==> src/hw/rtl/dual_pump_hysteresis_controller_unit_assert.svh <==
// Assertion macros for the dual pump controller.
// Used by the top level only; needs clk and rst_n in the including scope.
`ifndef DUAL_PUMP_HYSTERESIS_CONTROLLER_UNIT_ASSERT_SVH
`define DUAL_PUMP_HYSTERESIS_CONTROLLER_UNIT_ASSERT_SVH

// same-cycle implication
`define DPHC_ASSERT_NOW(label, ante, cons) \
  label: assert property (@(posedge clk) disable iff (!rst_n) (ante) |-> (cons)) \
    else $error("dphc assertion failed");

// next-cycle implication
`define DPHC_ASSERT_NXT(label, ante, cons) \
  label: assert property (@(posedge clk) disable iff (!rst_n) (ante) |=> (cons)) \
    else $error("dphc assertion failed");

`endif

==> src/hw/rtl/dphc_pkg.sv <==
// Shared types, register indexes and the per-pump step function.
// No dependencies.
`timescale 1ns / 1ps
`default_nettype none

package dphc_pkg;

  localparam int LevelW = 12;
  localparam int TimeW  = 32;
  localparam int CfgIdxW = 3;

  typedef logic [LevelW-1:0] level_t;
  typedef logic [TimeW-1:0]  tick_t;
  typedef logic [CfgIdxW-1:0] cfg_idx_t;

  localparam cfg_idx_t CFG_P1_ON  = 3'd0;
  localparam cfg_idx_t CFG_P1_OFF = 3'd1;
  localparam cfg_idx_t CFG_P2_ON  = 3'd2;
  localparam cfg_idx_t CFG_P2_OFF = 3'd3;
  localparam cfg_idx_t CFG_MIN_OFF = 3'd4;
  localparam cfg_idx_t CFG_MAX_ON  = 3'd5;
  localparam cfg_idx_t CFG_SHARE   = 3'd6;

  typedef struct packed {
    logic  running;
    tick_t start_time;
    tick_t stop_time;
  } pump_state_t;

  // One check of one pump. The stop test sees the state after the start test;
  // on a fresh start the elapsed run time is zero, so both elapsed values are
  // computed in parallel from the old state.
  function automatic pump_state_t pump_step(
    input pump_state_t cur,
    input tick_t       now,
    input level_t      level,
    input level_t      on_level,
    input level_t      off_level,
    input tick_t       min_off,
    input tick_t       max_on
  );
    pump_state_t nxt;
    tick_t       since_stop;
    tick_t       since_start;
    logic        start_ok;
    logic        fresh;
    logic        run_mid;
    logic        stop_ok;
    nxt         = cur;
    since_stop  = now - cur.stop_time;
    start_ok    = (level > on_level) && (since_stop >= min_off);
    fresh       = start_ok && !cur.running;
    run_mid     = cur.running || start_ok;
    since_start = fresh ? '0 : (now - cur.start_time);
    stop_ok     = (level < off_level) || (since_start >= max_on);
    if (fresh) begin
      nxt.start_time = now;
    end
    if (stop_ok && run_mid) begin
      nxt.stop_time = now;
    end
    nxt.running = run_mid && !stop_ok;
    return nxt;
  endfunction

endpackage

`default_nettype wire

==> src/hw/rtl/dphc_if.sv <==
// Valid/ready channel interfaces: check input, pump result, config write.
// Depends on dphc_pkg.
`timescale 1ns / 1ps
`default_nettype none

interface dphc_in_if;
  logic             valid;
  logic             ready;
  dphc_pkg::tick_t  now_ms;
  dphc_pkg::level_t moisture_a;
  dphc_pkg::level_t moisture_b;
  modport source (output valid, output now_ms, output moisture_a, output moisture_b,
                  input ready);
  modport sink   (input valid, input now_ms, input moisture_a, input moisture_b,
                  output ready);
endinterface

interface dphc_out_if;
  logic valid;
  logic ready;
  logic pump_a_drive;
  logic pump_b_drive;
  modport source (output valid, output pump_a_drive, output pump_b_drive, input ready);
  modport sink   (input valid, input pump_a_drive, input pump_b_drive, output ready);
endinterface

interface dphc_cfg_if;
  logic               valid;
  logic               ready;
  dphc_pkg::cfg_idx_t index;
  dphc_pkg::tick_t    data;
  modport source (output valid, output index, output data, input ready);
  modport sink   (input valid, input index, input data, output ready);
endinterface

`default_nettype wire

==> src/hw/rtl/dual_pump_hysteresis_controller_unit.sv <==
// Dual pump hysteresis controller, top level.
// Depends on dphc_pkg, dphc_if.sv and the assertion header.
//
//  channel  dir  beat payload                       handshake
//  in_ch    in   now_ms, moisture_a, moisture_b     valid/ready
//  out_ch   out  pump_a_drive, pump_b_drive         valid/ready
//  cfg_ch   in   index, data                        valid/ready (always ready)
//
// One beat per cycle sustained while out_ch accepts results; an input beat is captured
// in the input register, then the pump step writes its result into the result register.
// Pump state updates as an item moves from the input register to the result register.
// A stalled output holds the result register and the input register behind it.
// Synchronous active-low reset clears config, pump state and valid flags.
`timescale 1ns / 1ps
`default_nettype none

module dual_pump_hysteresis_controller_unit (
  input  wire logic  clk,
  input  wire logic  rst_n,
  dphc_in_if.sink    in_ch,
  dphc_out_if.source out_ch,
  dphc_cfg_if.sink   cfg_ch
);

  // config registers
  dphc_pkg::level_t p1_on_r, p1_off_r, p2_on_r, p2_off_r;
  dphc_pkg::tick_t  min_off_r, max_on_r;
  logic             share_r;

  // input register
  logic             s1_valid_r;
  dphc_pkg::tick_t  s1_now_r;
  dphc_pkg::level_t s1_lvl_a_r;
  dphc_pkg::level_t s1_lvl_b_r;

  // pump state and result register
  dphc_pkg::pump_state_t pump_a_r, pump_b_r;
  dphc_pkg::pump_state_t pump_a_nxt, pump_b_nxt;
  logic                  out_valid_r;
  logic                  out_a_r, out_b_r;

  logic             s1_adv;
  logic             in_take;
  dphc_pkg::level_t lvl_1;

  assign s1_adv  = s1_valid_r && (!out_valid_r || out_ch.ready);
  assign in_take = in_ch.valid && in_ch.ready;

  assign in_ch.ready  = !s1_valid_r || s1_adv;
  assign cfg_ch.ready = 1'b1;

  assign out_ch.valid        = out_valid_r;
  assign out_ch.pump_a_drive = out_a_r;
  assign out_ch.pump_b_drive = out_b_r;

  assign lvl_1 = share_r ? s1_lvl_b_r : s1_lvl_a_r;

  always_comb begin
    pump_a_nxt = dphc_pkg::pump_step(pump_a_r, s1_now_r, lvl_1, p1_on_r, p1_off_r,
                                     min_off_r, max_on_r);
    pump_b_nxt = dphc_pkg::pump_step(pump_b_r, s1_now_r, s1_lvl_b_r, p2_on_r, p2_off_r,
                                     min_off_r, max_on_r);
  end

  always_ff @(posedge clk) begin
    if (!rst_n) begin
      p1_on_r   <= '0;
      p1_off_r  <= '0;
      p2_on_r   <= '0;
      p2_off_r  <= '0;
      min_off_r <= '0;
      max_on_r  <= '0;
      share_r   <= 1'b0;
    end else if (cfg_ch.valid && cfg_ch.ready) begin
      case (cfg_ch.index)
        dphc_pkg::CFG_P1_ON:   p1_on_r   <= cfg_ch.data[dphc_pkg::LevelW-1:0];
        dphc_pkg::CFG_P1_OFF:  p1_off_r  <= cfg_ch.data[dphc_pkg::LevelW-1:0];
        dphc_pkg::CFG_P2_ON:   p2_on_r   <= cfg_ch.data[dphc_pkg::LevelW-1:0];
        dphc_pkg::CFG_P2_OFF:  p2_off_r  <= cfg_ch.data[dphc_pkg::LevelW-1:0];
        dphc_pkg::CFG_MIN_OFF: min_off_r <= cfg_ch.data;
        dphc_pkg::CFG_MAX_ON:  max_on_r  <= cfg_ch.data;
        dphc_pkg::CFG_SHARE:   share_r   <= cfg_ch.data[0];
        default: ;
      endcase
    end
  end

  always_ff @(posedge clk) begin
    if (!rst_n) begin
      s1_valid_r <= 1'b0;
    end else if (in_ch.ready) begin
      s1_valid_r <= in_ch.valid;
    end
  end

  always_ff @(posedge clk) begin
    if (in_take) begin
      s1_now_r   <= in_ch.now_ms;
      s1_lvl_a_r <= in_ch.moisture_a;
      s1_lvl_b_r <= in_ch.moisture_b;
    end
  end

  always_ff @(posedge clk) begin
    if (!rst_n) begin
      pump_a_r    <= '0;
      pump_b_r    <= '0;
      out_valid_r <= 1'b0;
      out_a_r     <= 1'b0;
      out_b_r     <= 1'b0;
    end else begin
      if (s1_adv) begin
        pump_a_r <= pump_a_nxt;
        pump_b_r <= pump_b_nxt;
        out_a_r  <= pump_a_nxt.running;
        out_b_r  <= pump_b_nxt.running;
      end
      if (s1_adv) begin
        out_valid_r <= 1'b1;
      end else if (out_ch.ready) begin
        out_valid_r <= 1'b0;
      end
    end
  end

`include "dual_pump_hysteresis_controller_unit_assert.svh"

  // an item waiting in the input register is not dropped while the output stalls
  `DPHC_ASSERT_NXT(a_s1_hold, s1_valid_r && !s1_adv, s1_valid_r)
  // pump state moves only with an item
  `DPHC_ASSERT_NXT(a_state_quiet, !s1_adv, $stable(pump_a_r) && $stable(pump_b_r))
  // shown result always mirrors the pump state
  `DPHC_ASSERT_NOW(a_out_mirror, out_valid_r,
                   out_a_r == pump_a_r.running && out_b_r == pump_b_r.running)
  // zero max run time never leaves a pump running
  `DPHC_ASSERT_NOW(a_zero_max_on, s1_adv && max_on_r == '0,
                   !pump_a_nxt.running && !pump_b_nxt.running)

endmodule

`default_nettype wire
==> src/flat_wrapper.sv <==
// flat-port wrapper written by rule: the top's interface ports become plain ports
module dual_pump_hysteresis_controller_unit_flat 
  (clk, rst_n, in_ch_valid, in_ch_now_ms, in_ch_moisture_a, in_ch_moisture_b, in_ch_ready, out_ch_valid, out_ch_pump_a_drive, out_ch_pump_b_drive, out_ch_ready, cfg_ch_valid, cfg_ch_index, cfg_ch_data, cfg_ch_ready);
  dphc_in_if in_ch_i ();
  dphc_out_if out_ch_i ();
  dphc_cfg_if cfg_ch_i ();
  input  wire logic clk;
  input  wire logic rst_n;
  input wire logic [$bits(in_ch_i.valid)-1:0] in_ch_valid;
  input wire logic [$bits(in_ch_i.now_ms)-1:0] in_ch_now_ms;
  input wire logic [$bits(in_ch_i.moisture_a)-1:0] in_ch_moisture_a;
  input wire logic [$bits(in_ch_i.moisture_b)-1:0] in_ch_moisture_b;
  output wire logic [$bits(in_ch_i.ready)-1:0] in_ch_ready;
  output wire logic [$bits(out_ch_i.valid)-1:0] out_ch_valid;
  output wire logic [$bits(out_ch_i.pump_a_drive)-1:0] out_ch_pump_a_drive;
  output wire logic [$bits(out_ch_i.pump_b_drive)-1:0] out_ch_pump_b_drive;
  input wire logic [$bits(out_ch_i.ready)-1:0] out_ch_ready;
  input wire logic [$bits(cfg_ch_i.valid)-1:0] cfg_ch_valid;
  input wire logic [$bits(cfg_ch_i.index)-1:0] cfg_ch_index;
  input wire logic [$bits(cfg_ch_i.data)-1:0] cfg_ch_data;
  output wire logic [$bits(cfg_ch_i.ready)-1:0] cfg_ch_ready;
  assign in_ch_i.valid = in_ch_valid;
  assign in_ch_i.now_ms = in_ch_now_ms;
  assign in_ch_i.moisture_a = in_ch_moisture_a;
  assign in_ch_i.moisture_b = in_ch_moisture_b;
  assign in_ch_ready = in_ch_i.ready;
  assign out_ch_valid = out_ch_i.valid;
  assign out_ch_pump_a_drive = out_ch_i.pump_a_drive;
  assign out_ch_pump_b_drive = out_ch_i.pump_b_drive;
  assign out_ch_i.ready = out_ch_ready;
  assign cfg_ch_i.valid = cfg_ch_valid;
  assign cfg_ch_i.index = cfg_ch_index;
  assign cfg_ch_i.data = cfg_ch_data;
  assign cfg_ch_ready = cfg_ch_i.ready;
  dual_pump_hysteresis_controller_unit u_core (.clk(clk), .rst_n(rst_n), .in_ch(in_ch_i), .out_ch(out_ch_i), .cfg_ch(cfg_ch_i));
endmodule
==> config.mk <==
export PLATFORM = sky130hd
export DESIGN_NAME = dual_pump_hysteresis_controller_unit_flat
export DESIGN_NICKNAME = d
export VERILOG_FILES = /design/src/hw/rtl/dphc_pkg.sv /design/src/hw/rtl/dphc_if.sv /design/src/hw/rtl/dual_pump_hysteresis_controller_unit.sv /design/src/flat_wrapper.sv
export VERILOG_INCLUDE_DIRS = /design/src /design/src/hw/rtl
export SDC_FILE = /design/constraint.sdc
export NUM_CORES = 1
export LEC_CHECK = 0
export BUFFER_PORTS_ARGS = -buffer_cell sky130_fd_sc_hd__buf_2
export CAP_MARGIN = 25
export CELL_PAD_IN_SITES_DETAIL_PLACEMENT = 1
export CELL_PAD_IN_SITES_GLOBAL_PLACEMENT = 1
export CORE_MARGIN = 3
export CORE_UTILIZATION = 50
export DETAILED_ROUTE_END_ITERATION = 10
export HOLD_SLACK_MARGIN = 0.08
export PLACE_DENSITY = 0.9
export SLEW_MARGIN = 10
export SYNTH_ARGS = -nofsm -noshare
export SYNTH_HDL_FRONTEND = slang
export SYNTH_SLANG_ARGS = --single-unit
==> constraint.sdc <==
create_clock -name clk -period 15.1 [get_ports clk]
set_clock_uncertainty 0.2 [all_clocks]
set_input_delay 3.02 -clock clk [delete_from_list [all_inputs] [get_ports clk]]
set_output_delay 3.02 -clock clk [all_outputs]
set_load 0.03 [all_outputs]
==> summary by stage <==
Floorplanning
The cell row count is 75. The overall die width is 215 um. The region available for standard cell placement spans about 0.042 mm^2. The initial core utilization is approximately half. The overall die area is between 0.04 and 0.05 mm^2. The I/O pin total is a little over 100.

The vertical die dimension is roughly 210 um.

STA
At the pin with the least slew margin, the transition time is 1.03 ns. Setup repair after global routing left no endpoint under its margin. After layout, the worst path uses approximately three fifths of the clock period. Derived from the worst setup path, the maximum achievable clock frequency is around 110 MHz.

The number of endpoints with negative hold slack in the final report is 0. The time the final worst path needs with I/O delays and setup is a little over 9 ns. The sum of negative setup slack is 0 ns. The headroom to the max-slew limit is 31.2%. Setup violations remaining at the end of the flow were counted as 0. The max-slew violation count is 0.

Placed design
Input and output buffers added on the ports amount to 99. The detailed placer's ending HPWL is approximately 52 mm. The placed instance count is roughly 3200. The last weighted congestion value of the routability-driven placer is ~0.9.

Clock network
In this run, post-CTS hold repair placed 0 buffers. The insertion delay of the later-clocked pin in the worst-skew pair is roughly 0.57 ns. TritonCTS built the clock tree. The number of gates resized after CTS is 0. For this design, the sink count on the clock tree is approximately 300. CTS placed an instance of sky130_fd_sc_hd__clkbuf_16 at the clock tree root.

The clock tree synthesis step divided the H-tree into 2 levels. After clock tree synthesis, the clock-pin slew on the worst setup and hold paths is 0.05 ns. In this run the deepest clock path goes through 3 buffers. The post-CTS setup buffer count is 0.

Counting the buffers created by CTS gives 38.

Pwr
VDD sags by at most around 0.070 mV. For this design the ratio of total power to cell area is 119 mW/mm^2. The static leakage is between 9 and 10 nW.

Synthesis
Yosys printed 0 warnings. In this run the biggest area consumer among cell types represents about 23% of the synthesized area. The largest family of logic cells by synthesized area is compound AO/OA/AOI/OAI gates.

The most common flop cell mapped by yosys is sky130_fd_sc_hd__dfxtp_1. In the synthesized netlist the async set-or-reset flop fraction comes to 0%. The multiplexer share of the synthesized area is 3.65%. By count the netlist is led by sky130_fd_sc_hd__nand2_1 (345), sky130_fd_sc_hd__ha_1 (298), sky130_fd_sc_hd__inv_1 (261), sky130_fd_sc_hd__dfxtp_1 (245), sky130_fd_sc_hd__a21boi_0 (148). The cell area after synthesis is between 0.02 and 0.025 mm^2.

The area share of fa/ha/maj cells after synthesis is 17.5%. Among all cell types in the netlist, the one instantiated most often is sky130_fd_sc_hd__nand2_1. sky130_fd_sc_hd__dfxtp_1 takes more of the synthesized area than any other cell.

Counting every instance in the synthesized netlist gives roughly 2600. The mean cell area of the mapped netlist is between 8 and 9 um^2. Yosys attributes the largest share of cell area to sky130_fd_sc_hd__dfxtp_1 (23%), sky130_fd_sc_hd__ha_1 (17%), sky130_fd_sc_hd__edfxtp_1 (7.7%), sky130_fd_sc_hd__nand2_1 (6.0%), sky130_fd_sc_hd__a21boi_0 (5.1%). The share of the synthesized area in compound gates (AO/OA/AOI/OAI) is 20.9%. Synthesis instantiated 78 different standard cells from the library. The count of flip-flops with a built-in enable after synthesis is 56. The post-synthesis simple-gate area fraction is between 10% and 20%. Counting flops and latches in the post-synthesis netlist gives around 300. The total nets after synthesis is 2990. The sequential share of the synthesized area is a little under a third. The xor/xnor cell area share of the yosys netlist is 4.59%.

Setup path
The startpoint type of the worst setup path is a register. Together, buffers and inverters on the worst path number 4. The total stage count of the critical path is 35.

The number of cells traversed by the worst register-to-register path is 35. The longest individual stage delay on the worst path is approximately 0.73 ns. The worst path required time is around 15 ns. At the worst endpoint, the arrival time is 9.30 ns.

In this run the worst path has a maximum fanout of 64. The largest individual stage delay along the critical path comes from the cell sky130_fd_sc_hd__a2111oi_0. The type of destination of the critical path is a register. The cell family contributing the most delay on the critical path is compound AO/OA/AOI/OAI gates. The critical path in this run is classified as reg2reg.

Routing
The routed length per instance is approximately 21 um. Across all layers, the routed design uses approximately 19000 vias. After detailed routing, the number of vias per cell comes to between 5 and 6. For this block, the routed nets add up to 70.0 mm of wire. The starting DRC count in detailed routing is about 900. For this run, the detailed router's first-pass iteration total came to 5. After detailed routing, the number of remaining DRC violations is 0. In this run the remaining antenna-violating nets after routing total 0.

Finish
The number of nets in the layout is ~3000. The finished layout holds between 3000 and 4000 standard cells, fillers aside. The area growth from synthesis to layout is 11.1%. In the final layout, the share of cells above drive strength 1 is 8.75%.

Worst hold path
The class of the most critical hold timing path is reg2reg. Counting instances, the worst hold path has a depth of 2.

Global routing
The via count of the first global-routing pass is 21152. The largest net degree at the start of global routing is roughly 110. The all-layer global routing usage is between 20% and 30%. The first global-routing pass estimated 111 mm of wire.

After global routing the overflow that remains totals 0. The initial antenna violation count is 2.

Flow run
Max-cap violations in this run came to 0.

Run status
The flow ran to the end, and the final reports show no timing, DRC or antenna violations.
## sequential cells by signal, indices dropped and copies added, names as in the netlist, 32 cells and up
register	cells
u_core.s1_now_r	32
u_core.pump_b_r	64
u_core.pump_a_r	64
u_core.max_on_r	32
u_core.min_off_r	32
## cell usage in the layout, fill, tap and decap left out, types with 43 or more instances in the layout
| cell type | instances |
|---|---|
| sky130_fd_sc_hd__edfxtp_1 | 56 |
| sky130_fd_sc_hd__o21ai_0 | 92 |
| sky130_fd_sc_hd__dfxtp_1 | 245 |
| sky130_fd_sc_hd__ha_1 | 298 |
| sky130_fd_sc_hd__nor2b_1 | 96 |
| sky130_fd_sc_hd__xnor2_1 | 72 |
| sky130_fd_sc_hd__clkbuf_16 | 43 |
| sky130_fd_sc_hd__nand3_1 | 81 |
| sky130_fd_sc_hd__a21o_1 | 122 |
| sky130_fd_sc_hd__a21boi_0 | 148 |
| sky130_fd_sc_hd__inv_1 | 261 |
| sky130_fd_sc_hd__mux2i_1 | 67 |
| sky130_fd_sc_hd__nor2_1 | 121 |
| sky130_fd_sc_hd__nand2_1 | 345 |
| sky130_fd_sc_hd__a21oi_1 | 125 |
| sky130_fd_sc_hd__buf_2 | 98 |
## final cells by class
class,count,area (um^2)
sequential,301,6590
multi-input combinational,1937,13900
timing repair buffer,118,708
inverter,261,980
tap,577,722
fill,5079,18300
antenna,1,2.50
clock inverter,13,105
clock buffer,56,1180
## per-layer routing
metal / share of wire (%) / global-route usage (%) / vias up
li1: - / - / 9154
met1: 41 / 34.6 / 9463
met2: 48 / 52.2 / 450
met3: 4.4 / 4.75 / 208
met4: 5.8 / 16.8 / 2
met5: 0.027 / 0 / -
## tightest hold or removal path: cells and delay by family (launching register included)
| kind | cells | cell delay [ns] |
|---|---|---|
| DFF | 1 | 0.31 |
| AOI/OAI and AO/OA | 1 | 0.06 |
| and+or+nand+nor | 1 | 0.05 |
## power by group
group	internal (W)	switching [W]
Clock	0.000563	0.000378
Sequential	0.000865	0.0000410
Combinational	0.000429	0.000598
## stage by stage
step	worst slack [ns]	utilization (%)	instance area (um^2)	hold WS, ns	power [W]
after floorplan	7.91	-	21700	0.241	0.00163
after global placement	6.49	53.6	22800	0.248	0.00184
after detailed placement	5.90	53.8	22800	0.263	0.00192
after CTS	5.86	56.8	24100	0.271	0.00287
after global routing	5.40	56.9	24100	0.291	0.00305
final	6.00	56.9	24100	0.267	0.00287
## worst paths after layout
path	startpoint	endpoint	slack, ns
setup / recovery	u_core.s1_now_r[0]	u_core.pump_a_r[1]	6.00
hold / removal	u_core.pump_b_r[39]	u_core.pump_b_r[39]	0.27
setup reg to reg	u_core.s1_now_r[0]	u_core.pump_a_r[1]	6.00
hold reg to reg	u_core.pump_b_r[39]	u_core.pump_b_r[39]	0.27
## cell families (layout without fill, tap and decap cells)
logic type      count (synthesis)  in the layout
compound gates                657            657
xor+xnor                      114            114
fa+ha+maj                     302            302
buf+inv                       354            448
flops                         301            301
mux                            78             78
other cells                     1              2
simple gates                  785            785
(Power assumes the default switching activity.)
